## src/sv/ifsc_pkg.sv

```systemverilog
// shared types and constants for the ipv4 frame source check block
// no dependencies; imported by ifsc_frame_check and the top level
`timescale 1ns / 1ps

package ifsc_pkg;

  localparam int unsigned COUNT_W = 7;
  localparam int unsigned HDR_W   = 6;
  localparam int unsigned SUM_W   = 21;

  // byte positions in the captured frame
  localparam logic [COUNT_W-1:0] COUNT_MAX      = 7'd127;
  localparam logic [COUNT_W-1:0] POS_MAC_FIRST  = 7'd6;
  localparam logic [COUNT_W-1:0] POS_MAC_LAST   = 7'd11;
  localparam logic [COUNT_W-1:0] POS_TYPE_HI    = 7'd12;
  localparam logic [COUNT_W-1:0] POS_TYPE_LO    = 7'd13;
  localparam logic [COUNT_W-1:0] ETH_HDR        = 7'd14;
  localparam logic [COUNT_W-1:0] POS_TOTAL_HI   = 7'd16;
  localparam logic [COUNT_W-1:0] POS_TOTAL_LO   = 7'd17;
  localparam logic [COUNT_W-1:0] IP_SRC_POS     = 7'd26;
  localparam logic [COUNT_W-1:0] IP_SRC_LAST    = 7'd29;
  localparam logic [COUNT_W-1:0] MIN_CAPTURE    = 7'd34;

  localparam logic [HDR_W-1:0] MIN_IHL_BYTES    = 6'd20;
  localparam logic [7:0]       ETYPE_HI_IPV4    = 8'h08;
  localparam logic [7:0]       ETYPE_LO_IPV4    = 8'h00;
  localparam logic [3:0]       IP_VERSION_4     = 4'd4;
  localparam logic [15:0]      SUM_GOOD         = 16'hFFFF;
  localparam int unsigned      MAC_GROUP_BIT    = 40;

  typedef struct packed {
    logic        accepted;
    logic [47:0] source_mac;
    logic [31:0] source_ip;
  } verdict_t;

endpackage

```

## src/sv/ipv4_frame_source_check_top.sv

```systemverilog
// top level: input word register, frame checker, result register
// depends on ifsc_pkg and ifsc_frame_check
`timescale 1ns / 1ps
// a last word's result is loaded into the result register once the word leaves the input word register
// throughput: one word per cycle; only a last word waiting on an untaken
//   result holds off the input, set by the single result register
// reset: synchronous rst clears the pipeline valids and all frame state

module ipv4_frame_source_check_top import ifsc_pkg::*; (
  input  logic        clk,
  input  logic        rst,
  input  logic        in_valid,
  output logic        in_ready,
  input  logic [7:0]  frame_byte,
  input  logic        last_byte,
  input  logic [15:0] frame_length,
  output logic        out_valid,
  input  logic        out_ready,
  output logic        accepted,
  output logic [47:0] source_mac,
  output logic [31:0] source_ip
);

  // input word register
  logic        s1_valid;
  logic [7:0]  s1_byte;
  logic        s1_last;
  logic [15:0] s1_length;

  logic        stall;
  logic        s1_step;
  verdict_t    verdict;

  // a last word can only move when the result register is free or emptying
  assign stall    = s1_valid && s1_last && out_valid && !out_ready;
  assign s1_step  = s1_valid && !stall;
  assign in_ready = !s1_valid || !stall;

  always_ff @(posedge clk) begin
    if (rst) begin
      s1_valid <= 1'b0;
    end else if (in_ready) begin
      s1_valid <= in_valid;
    end
  end

  // payload needs no reset
  always_ff @(posedge clk) begin
    if (in_ready && in_valid) begin
      s1_byte   <= frame_byte;
      s1_last   <= last_byte;
      s1_length <= frame_length;
    end
  end

  // per-frame parse state and verdict
  ifsc_frame_check u_check (
    .clk          (clk),
    .rst          (rst),
    .step         (s1_step),
    .frame_byte   (s1_byte),
    .last_byte    (s1_last),
    .frame_length (s1_length),
    .verdict      (verdict)
  );

  // result register, loaded by a last word
  always_ff @(posedge clk) begin
    if (rst) begin
      out_valid <= 1'b0;
    end else if (s1_step && s1_last) begin
      out_valid <= 1'b1;
    end else if (out_ready) begin
      out_valid <= 1'b0;
    end
  end

  always_ff @(posedge clk) begin
    if (s1_step && s1_last) begin
      accepted   <= verdict.accepted;
      source_mac <= verdict.source_mac;
      source_ip  <= verdict.source_ip;
    end
  end

  // rejected frames carry zero addresses
  a_reject_zero : assert property (@(posedge clk) disable iff (rst)
    (out_valid && !accepted) |-> (source_mac == 48'd0 && source_ip == 32'd0))
    else $error("rejected result carries nonzero address");

  // accepted source mac is unicast and nonzero
  a_accept_mac : assert property (@(posedge clk) disable iff (rst)
    (out_valid && accepted) |-> (!source_mac[MAC_GROUP_BIT] && source_mac != 48'd0))
    else $error("accepted result with bad source mac");

  // input held off only by a waiting last word
  a_ready_cause : assert property (@(posedge clk) disable iff (rst)
    !in_ready |-> (s1_valid && s1_last && out_valid && !out_ready))
    else $error("input stalled without cause");

  // a last word that moves always yields a result
  a_last_result : assert property (@(posedge clk) disable iff (rst)
    (s1_step && s1_last) |=> out_valid)
    else $error("last word produced no result");

endmodule

```

## src/sv/ifsc_frame_check.sv

```systemverilog
// per-frame parse state and the end-of-frame verdict logic
// depends on ifsc_pkg
`timescale 1ns / 1ps

module ifsc_frame_check import ifsc_pkg::*; (
  input  logic        clk,
  input  logic        rst,
  input  logic        step,
  input  logic [7:0]  frame_byte,
  input  logic        last_byte,
  input  logic [15:0] frame_length,
  output verdict_t    verdict
);

  logic [COUNT_W-1:0] byte_count, byte_count_next;
  logic [HDR_W-1:0]   header_bytes, header_bytes_next;
  logic [15:0]        total_length, total_length_next;
  logic [SUM_W-1:0]   sum_accumulator, sum_accumulator_next;
  logic [7:0]         pending_high_byte, pending_high_byte_next;
  logic [47:0]        mac_capture, mac_capture_next;
  logic [31:0]        ip_capture, ip_capture_next;
  logic               header_bad, header_bad_next;

  logic               take;
  logic               in_header;
  logic [16:0]        fold1;
  logic [16:0]        fold2;
  logic               ok;

  always_comb begin
    byte_count_next        = byte_count;
    header_bytes_next      = header_bytes;
    total_length_next      = total_length;
    sum_accumulator_next   = sum_accumulator;
    pending_high_byte_next = pending_high_byte;
    mac_capture_next       = mac_capture;
    ip_capture_next        = ip_capture;
    header_bad_next        = header_bad;

    take      = (byte_count != COUNT_MAX);
    in_header = (byte_count == ETH_HDR) ||
                ((byte_count > ETH_HDR) &&
                 ({1'b0, byte_count} < ({1'b0, ETH_HDR} + {2'b00, header_bytes})));

    if (take) begin
      byte_count_next = byte_count + 7'd1;
      if (byte_count >= POS_MAC_FIRST && byte_count <= POS_MAC_LAST) begin
        mac_capture_next = {mac_capture[39:0], frame_byte};
      end
      if (byte_count >= IP_SRC_POS && byte_count <= IP_SRC_LAST) begin
        ip_capture_next = {ip_capture[23:0], frame_byte};
      end
      if (byte_count == POS_TYPE_HI && frame_byte != ETYPE_HI_IPV4) begin
        header_bad_next = 1'b1;
      end
      if (byte_count == POS_TYPE_LO && frame_byte != ETYPE_LO_IPV4) begin
        header_bad_next = 1'b1;
      end
      if (byte_count == ETH_HDR) begin
        if (frame_byte[7:4] != IP_VERSION_4) begin
          header_bad_next = 1'b1;
        end
        header_bytes_next = {frame_byte[3:0], 2'b00};
      end
      if (byte_count == POS_TOTAL_HI) begin
        total_length_next = {frame_byte, 8'h00};
      end
      if (byte_count == POS_TOTAL_LO) begin
        total_length_next = {total_length[15:8], frame_byte};
      end
      // header starts on an even position, so bit 0 picks high or low byte
      if (in_header) begin
        if (!byte_count[0]) begin
          pending_high_byte_next = frame_byte;
        end else begin
          sum_accumulator_next = sum_accumulator +
                                 {5'd0, pending_high_byte, frame_byte};
        end
      end
    end
  end

  // ones' complement fold of the running sum
  assign fold1 = {1'b0, sum_accumulator_next[15:0]} + {12'd0, sum_accumulator_next[20:16]};
  assign fold2 = {1'b0, fold1[15:0]} + {16'd0, fold1[16]};

  assign ok = (byte_count_next >= MIN_CAPTURE) && !header_bad_next &&
              (header_bytes_next >= MIN_IHL_BYTES) &&
              ({1'b0, byte_count_next} >= ({1'b0, ETH_HDR} + {2'b00, header_bytes_next})) &&
              (total_length_next >= {10'd0, header_bytes_next}) &&
              ({1'b0, frame_length} >= ({10'd0, ETH_HDR} + {1'b0, total_length_next})) &&
              !mac_capture_next[MAC_GROUP_BIT] && (mac_capture_next != 48'd0) &&
              (fold2 == {1'b0, SUM_GOOD});

  assign verdict.accepted   = ok;
  assign verdict.source_mac = ok ? mac_capture_next : 48'd0;
  assign verdict.source_ip  = ok ? ip_capture_next : 32'd0;

  always_ff @(posedge clk) begin
    if (rst || (step && last_byte)) begin
      byte_count        <= '0;
      header_bytes      <= '0;
      total_length      <= '0;
      sum_accumulator   <= '0;
      pending_high_byte <= '0;
      mac_capture       <= '0;
      ip_capture        <= '0;
      header_bad        <= 1'b0;
    end else if (step) begin
      byte_count        <= byte_count_next;
      header_bytes      <= header_bytes_next;
      total_length      <= total_length_next;
      sum_accumulator   <= sum_accumulator_next;
      pending_high_byte <= pending_high_byte_next;
      mac_capture       <= mac_capture_next;
      ip_capture        <= ip_capture_next;
      header_bad        <= header_bad_next;
    end
  end

endmodule
```

## config.mk

```make
export PLATFORM = sky130hd
export DESIGN_NAME = ipv4_frame_source_check_top
export DESIGN_NICKNAME = d
export VERILOG_FILES = /design/src/sv/ifsc_pkg.sv /design/src/sv/ipv4_frame_source_check_top.sv /design/src/sv/ifsc_frame_check.sv
export SDC_FILE = /design/constraint.sdc
export NUM_CORES = 1
export LEC_CHECK = 0
export BUFFER_PORTS_ARGS = -buffer_cell sky130_fd_sc_hd__buf_2
export CAP_MARGIN = 25
export CELL_PAD_IN_SITES_DETAIL_PLACEMENT = 1
export CELL_PAD_IN_SITES_GLOBAL_PLACEMENT = 1
export CORE_UTILIZATION = 47
export CTS_BUF_LIST = sky130_fd_sc_hd__clkbuf_8 sky130_fd_sc_hd__clkbuf_16
export CTS_CLUSTER_DIAMETER = 40
export DETAILED_ROUTE_END_ITERATION = 10
export MAX_ROUTING_LAYER = met4
export PLACE_DENSITY_LB_ADDON = 0.05
export SETUP_SLACK_MARGIN = 0.1
export SYNTH_ARGS = -nofsm -noshare
export SYNTH_HDL_FRONTEND = slang
export SYNTH_SLANG_ARGS = --single-unit
export TNS_END_PERCENT = 100
```

## constraint.sdc

```tcl
create_clock -name clk -period 6.9 [get_ports clk]
set_input_delay 1.38 -clock clk [delete_from_list [all_inputs] [get_ports clk]]
set_output_delay 1.38 -clock clk [all_outputs]
set_load 0.05 [all_outputs]
```

Word level (Yosys, flattened, before mapping) --
Index checks and enable logic that the tools add are counted. Widths: inputs -> output; s select.
Storage, ports and cells: bits of input ports 29, bits in registers 247, logic and storage cells 95
Cells by class: bitwise gates (word level) 1, add/subtract/negate cells 7, equal/unequal tests 9, reduce and logical (&&, ||, !) cells 31, multiplexer cells 20, order comparisons 11
Operators with widths (number):
- $mux 48 | 2
- $mux 32 | 2
- $mux 21 | 3
- $mux 16 | 3
- $reduce_bool 48->1 | 1
- $add 21x16->21 | 1
- $eq 7x4->1 const B | 3
- $logic_and 1x1->1 | 19
- $add 16x1->17 | 1
- $add 16x5->17 | 1
- $add 4x16->17 const A | 1
- $eq 17x16->1 const B | 1
- $ge 16x17->1 | 1
- $ge 16x6->1 | 1
- $add 4x6->7 const A | 2
- $eq 7x5->1 const B | 2
- $mux 6 | 2
- $ge 7x8->1 | 1
- $lt 7x8->1 | 1
- $ne 8x4->1 const B | 1
- $reduce_bool 8->1 | 1
- $add 7x1->7 const B | 1
- $ge 7x3->1 const B | 1
- $ge 7x5->1 const B | 1
- 14 further kinds | 26

Logic depth before layout (Yosys ltp) --
word-level depth 16, gate-level depth with buffers 31, mapped depth without buffers 29

Cells and area by module --
From an unflattened synthesis, not the netlist that was laid out.
Unflattened totals: cells, all modules 1464, area, all modules 13594.3 µm²
Modules (own cells, without submodules):
- ifsc_frame_check | cells an instance 1346, instances 1, area each 10307.4 µm²
- ipv4_frame_source_check_top | cells an instance 118, instances 1, area each 3286.9 µm²

Worst setup path before layout --
OpenSTA, ideal clock, no wires.
kind in2reg, start point in out_ready, end point reg u_check.pending_high_byte[0], data arrival time 6.226 ns, cell stages on the path 7, slack 0.547 ns, path through nor2b_1 nor2_1 or2_2 clkbuf_1 clkbuf_1 clkbuf_1 nor2_1
Between the ends: word-level cells in the longest chain between the ends 6, elaborated cells between the ends (all ways) 7, those cells by class 7 x reduce/logical
Ends and longest elaborated chain:
- start, declared | RTL line ipv4_frame_source_check_top.sv:18 | input logic out_ready,
- $logic_not 1->1 * | RTL line ipv4_frame_source_check_top.sv:35 | assign stall = s1_valid && s1_last && out_valid && !out_ready;
- $logic_and 1x1->1 * | RTL line ipv4_frame_source_check_top.sv:35
- $logic_not 1->1 * | RTL line ipv4_frame_source_check_top.sv:36 | assign s1_step = s1_valid && !stall;
- $logic_and 1x1->1 * | RTL line ipv4_frame_source_check_top.sv:36
- $logic_and 1x1->1 | RTL line ifsc_frame_check.sv:100 | if (rst || (step && last_byte)) begin
- $logic_or 1x1->1 | RTL line ifsc_frame_check.sv:100
- end signal, assigned | RTL line ifsc_frame_check.sv:114 | pending_high_byte <= pending_high_byte_next;
- end, declared | RTL line ifsc_frame_check.sv:19 | logic [7:0] pending_high_byte, pending_high_byte_next;
Mark *: on every way between the ends. The rest lies on a longest branch, timed or not. A chain may end at the register's enable or synchronous reset.

Worst setup path in the final report --
start point reg s1_byte[1], end point reg source_ip[27] (data pin)
Between the ends: elaborated cells between the ends (all ways) 39, those cells by class 5 x add/sub; 4 x order compare; 2 x eq/ne; 15 x mux; 13 x reduce/logical
RTL lines:
- start, declared | RTL line ipv4_frame_source_check_top.sv:26 | logic [7:0] s1_byte;
- start signal, assigned | RTL line ipv4_frame_source_check_top.sv:50 | s1_byte <= frame_byte;
- $add 21x16->21 | RTL line ifsc_frame_check.sv:76 | sum_accumulator_next = sum_accumulator +
- $mux 21 | RTL line ifsc_frame_check.sv:73 | if (!byte_count[0]) begin
- $mux 21 | RTL line ifsc_frame_check.sv:72 | if (in_header) begin
- $mux 21 | RTL line ifsc_frame_check.sv:45 | if (take) begin
- named net u_check.sum_accumulator_next[17] | RTL line ifsc_frame_check.sv:18 | logic [SUM_W-1:0] sum_accumulator, sum_accumulator_next;
- $add 16x5->17 | RTL line ifsc_frame_check.sv:84 | assign fold1 = {1'b0, sum_accumulator_next[15:0]} + {12'd0, sum_accumulator_next[20:16]};
- $add 16x1->17 | RTL line ifsc_frame_check.sv:85 | assign fold2 = {1'b0, fold1[15:0]} + {16'd0, fold1[16]};
- $eq 17x16->1 | RTL line ifsc_frame_check.sv:93 | (fold2 == {1'b0, SUM_GOOD});
- $logic_and 1x1->1 | RTL line ifsc_frame_check.sv:92 | !mac_capture_next[MAC_GROUP_BIT] && (mac_capture_next != 48'd0) &&
- end signal, assigned | RTL line ipv4_frame_source_check_top.sv:82 | source_ip <= verdict.source_ip;
- end, declared | RTL line ipv4_frame_source_check_top.sv:21 | output logic [31:0] source_ip
The timed path passes the listed nets, and every way through them passes these cells.

==> out/results.ini <==
[yosys]
synth_top_family_by_area=simple AND/OR/NAND/NOR gates
yosysWarnings=0
yosysSeqAreaShare_pct=44.4
async_flop_share_pct=0
synth-xor-area-share_pct=3.23
synth_fa_ha_area_share_pct=6.31
yosys.area_share.simple_pct=21.3
ys_types=68
syn-num-nets=1513
syn_inst=1417
dominantRegCellSynth=dfxtp_1
netlist_area_mm2=0.0135
synth_edf_count=106
synth_compound_area_share_pct=13.3
avgSynthCellArea_um2=9.55
synth-seq-cells=247
synth.mux.area_fraction_pct=7.95

[pwr]
pwr_density_cell_mw_per_mm2=242
seqPwrFrac_pct=40.4
switching_share_pct=25.2
cell_internal_pwr_uw=2910
p_sw_uw=983
p_leak_uw=0.00567
vdd_drop_max_mv=0.159
pwr-share-comb_pct=6.5
power_frac_clock_pct=53.2

[floorplanning]
die_w_um=172
start_util_pct=48.2
io_pins=112
row_count=61
die-area_mm2=0.0295
dieHeight_um=172
coreArea_mm2=0.0281

[sta]
relSlewSlack_pct=36.2
fin_crit_ns=6.39
fmax_mhz=157
finClkSkew_ns=0.0251
worst_slew_pin_slew_ns=0.957
rsz0062_at_grt=false
hold_viol=0
hold_slack_ns=0.457
post-route-period-util_pct=92.6
fin_tns_setup_ns=0
setup_viol=0
slew_viol_final=0

[critical_path]
critPathCaptureType=register
worstSetupPathType=register to register
critPathBufInv=2
startpoint_type=register
cp_top_family=compound AO/OA/AOI/OAI gates
r2r_cells=28
critPathMaxFanout=40
r2r-end=source_ip[27]
crit_required_ns=7.29
crit_arrival_ns=6.78
crit_top_cell=ha_1
rr_startpoint=s1_byte[1]
r2r_slack_ns=0.51
cp_slowest_cell=fa_1
slowest_delay_ns=0.49

[routing]
wl_mm=40.1
via_per_inst=5.83
vias=11300
wl_per_cell_um=20.6
dr.pass1.iters=5
dr_wl_met2_mm=19.0
drtAntennaViolNets=0
first_iter_violations=661
wl_met3_mm=1.85
highest_layer=met4
met1_length_mm=18.3
route.detailed.drc=0

[final_layout]
area_growth_pct=19.2
diodes=0
final_layout_size_suffix_gt1_share_pct=21.6
fillCellCount=3196
num-nets-final=1625
stdcell_count=1940
final_cell_mix=nand2_1, a21oi_1, dfxtp_1
layout_commonest_cell=nand2_1

[clock_network]
clock_latency_ns=0.54
tritoncts=yes
h-tree-depth=2
cts.clk_slew.worst_paths_ns=0.06
cts_buffers=41
cts_num_sinks=247
root_buffer=clkbuf_16
clockBufferDepth=3

[job]
maxCapViolations=0

[grt]
grtUsageTotal_pct=28.7
first_global_vias=11500
grt.overflow.total=0
grt_first_pass_wirelength_mm=64.0
grt_max_degree=83
antenna_found_initial=0

[placed_design]
dp_cells=1857
place_congestion=0.876
hpwl_mm=26.7
numPortBuffers=111

[hold_path]
holdPathEnd=u_check.ip_capture[31]
min-delay-start=u_check.ip_capture[31]
hold_path_depth=2
hp-class=register to register

[run_status]
status=completed

## power groups by stage
stage	registers (uW)	clock network (uW)	logic [uW]
floorplan	1660	0	108
global placement	1600	0	243
detailed placement	1600	0	248
CTS	1570	2100	249
global route	1580	2170	272
finish	1570	2070	251
## tightest hold or removal path: stages (launching register included)
cell     delay (ns)
dfxtp_1        0.31
nand2_1        0.05
a21oi_1        0.05
## cell families (layout without fill, tap and decap cells)
family / count (synthesis) / in the layout
adder cells (fa/ha/maj): 67 / 67
flip-flops: 247 / 247
multiplexers: 107 / 107
AO/OA/AOI/OAI: 293 / 293
other: 1 / 1
XOR/XNOR: 49 / 49
AND/OR/NAND/NOR: 544 / 544
buffers and inverters: 109 / 254
## synthesized netlist by cell type, drive strengths merged, types with 3 or more instances
library cell,number,area (um^2)
a211o,3,26.3
clkbuf,59,221
o31ai,8,60.1
a211oi,16,120
dfxtp,141,2820
o211ai,5,37.5
nand3,25,125
nor2,64,240
nor3,99,913
xor2,20,175
or4,4,30.0
o21ai,33,165
and2,7,43.8
o21a,15,113
or3,9,56.3
inv,25,93.8
nor2b,4,25.0
mux2i,103,1030
a2111oi,7,86.3
a22oi,8,60.1
nand4,13,81.3
ha,65,813
edfxtp,106,3180
o41ai,3,26.3
a21oi,154,771
o2111ai,7,61.3
buf,25,171
xnor2,29,262
nand4b,3,26.3
nor4,20,125
a31oi,10,62.6
nand2,267,1000
nand2b,11,76.3
a21o,11,82.6
and3,9,56.3
mux2,4,45.0
## what timing repair did
action | in CTS | in global routing
hold buffers | 0 | 0
setup buffers | 0 | 5
endpoints found under the setup margin | 80 | 80
gates resized for setup | 4 | 16
pin swaps | 2 | 10
gates cloned | 1 | 0
## how the worst max path moves through the flow
stage,slack [ns],endpoint,startpoint,cells after the start
2_1_floorplan,0.55,u_check.pending_high_byte[0],out_ready,7
3_3_place_gp,0.42,source_ip[18],s1_byte[1],27
3_5_place_dp,0.10,source_mac[16],s1_byte[1],27
4_1_cts,0.10,source_mac[2],s1_byte[2],27
5_1_grt,0.1,source_ip[15],s1_byte[6],28
6_report,0.51,source_ip[27],s1_byte[1],28
## cell type report
class,instances,area [um^2],area share [%]
clock buffer,48,1140,7.10
clock inverter,28,278,1.72
inverter,25,93.8,0.582
multi-input combinational,1061,7160,44.4
sequential,247,6010,37.3
tap,378,473,2.93
timing repair buffer,153,973,6.04
## metrics by stage
| step | utilization, % | total power [uW] | cell area, um^2 | setup slack (ns) |
|---|---|---|---|---|
| 3_5_place_dp | 51.7 | 1850 | 14500 | 0.104 |
| 6_report | 57.4 | 3900 | 16100 | 0.511 |
| 2_1_floorplan | - | 1770 | 13500 | 0.547 |
| 3_3_place_gp | 51.6 | 1850 | 14500 | 0.416 |
| 5_1_grt | 57.4 | 4020 | 16100 | 0.0973 |
| 4_1_cts | 56.9 | 3930 | 16000 | 0.103 |
## state kept, by name (all words and copies together), names as in the netlist, 6 cells and up
signal,count
s1_byte,8
s1_length,16
source_ip,32
source_mac,48
u_check.byte_count,7
u_check.header_bytes,6
u_check.ip_capture,32
u_check.mac_capture,48
u_check.pending_high_byte,8
u_check.sum_accumulator,21
u_check.total_length,16
## routing by layer
| layer | GRT usage [%] | vias up |
|---|---|---|
| met5 | - | - |
| met4 | 8.23 | 0 |
| met3 | 3.68 | 61 |
| met2 | 46.4 | 296 |
| met1 | 37.5 | 5578 |
| li1 | - | 5367 |
Note: power is estimated with default switching activity, not from simulation.
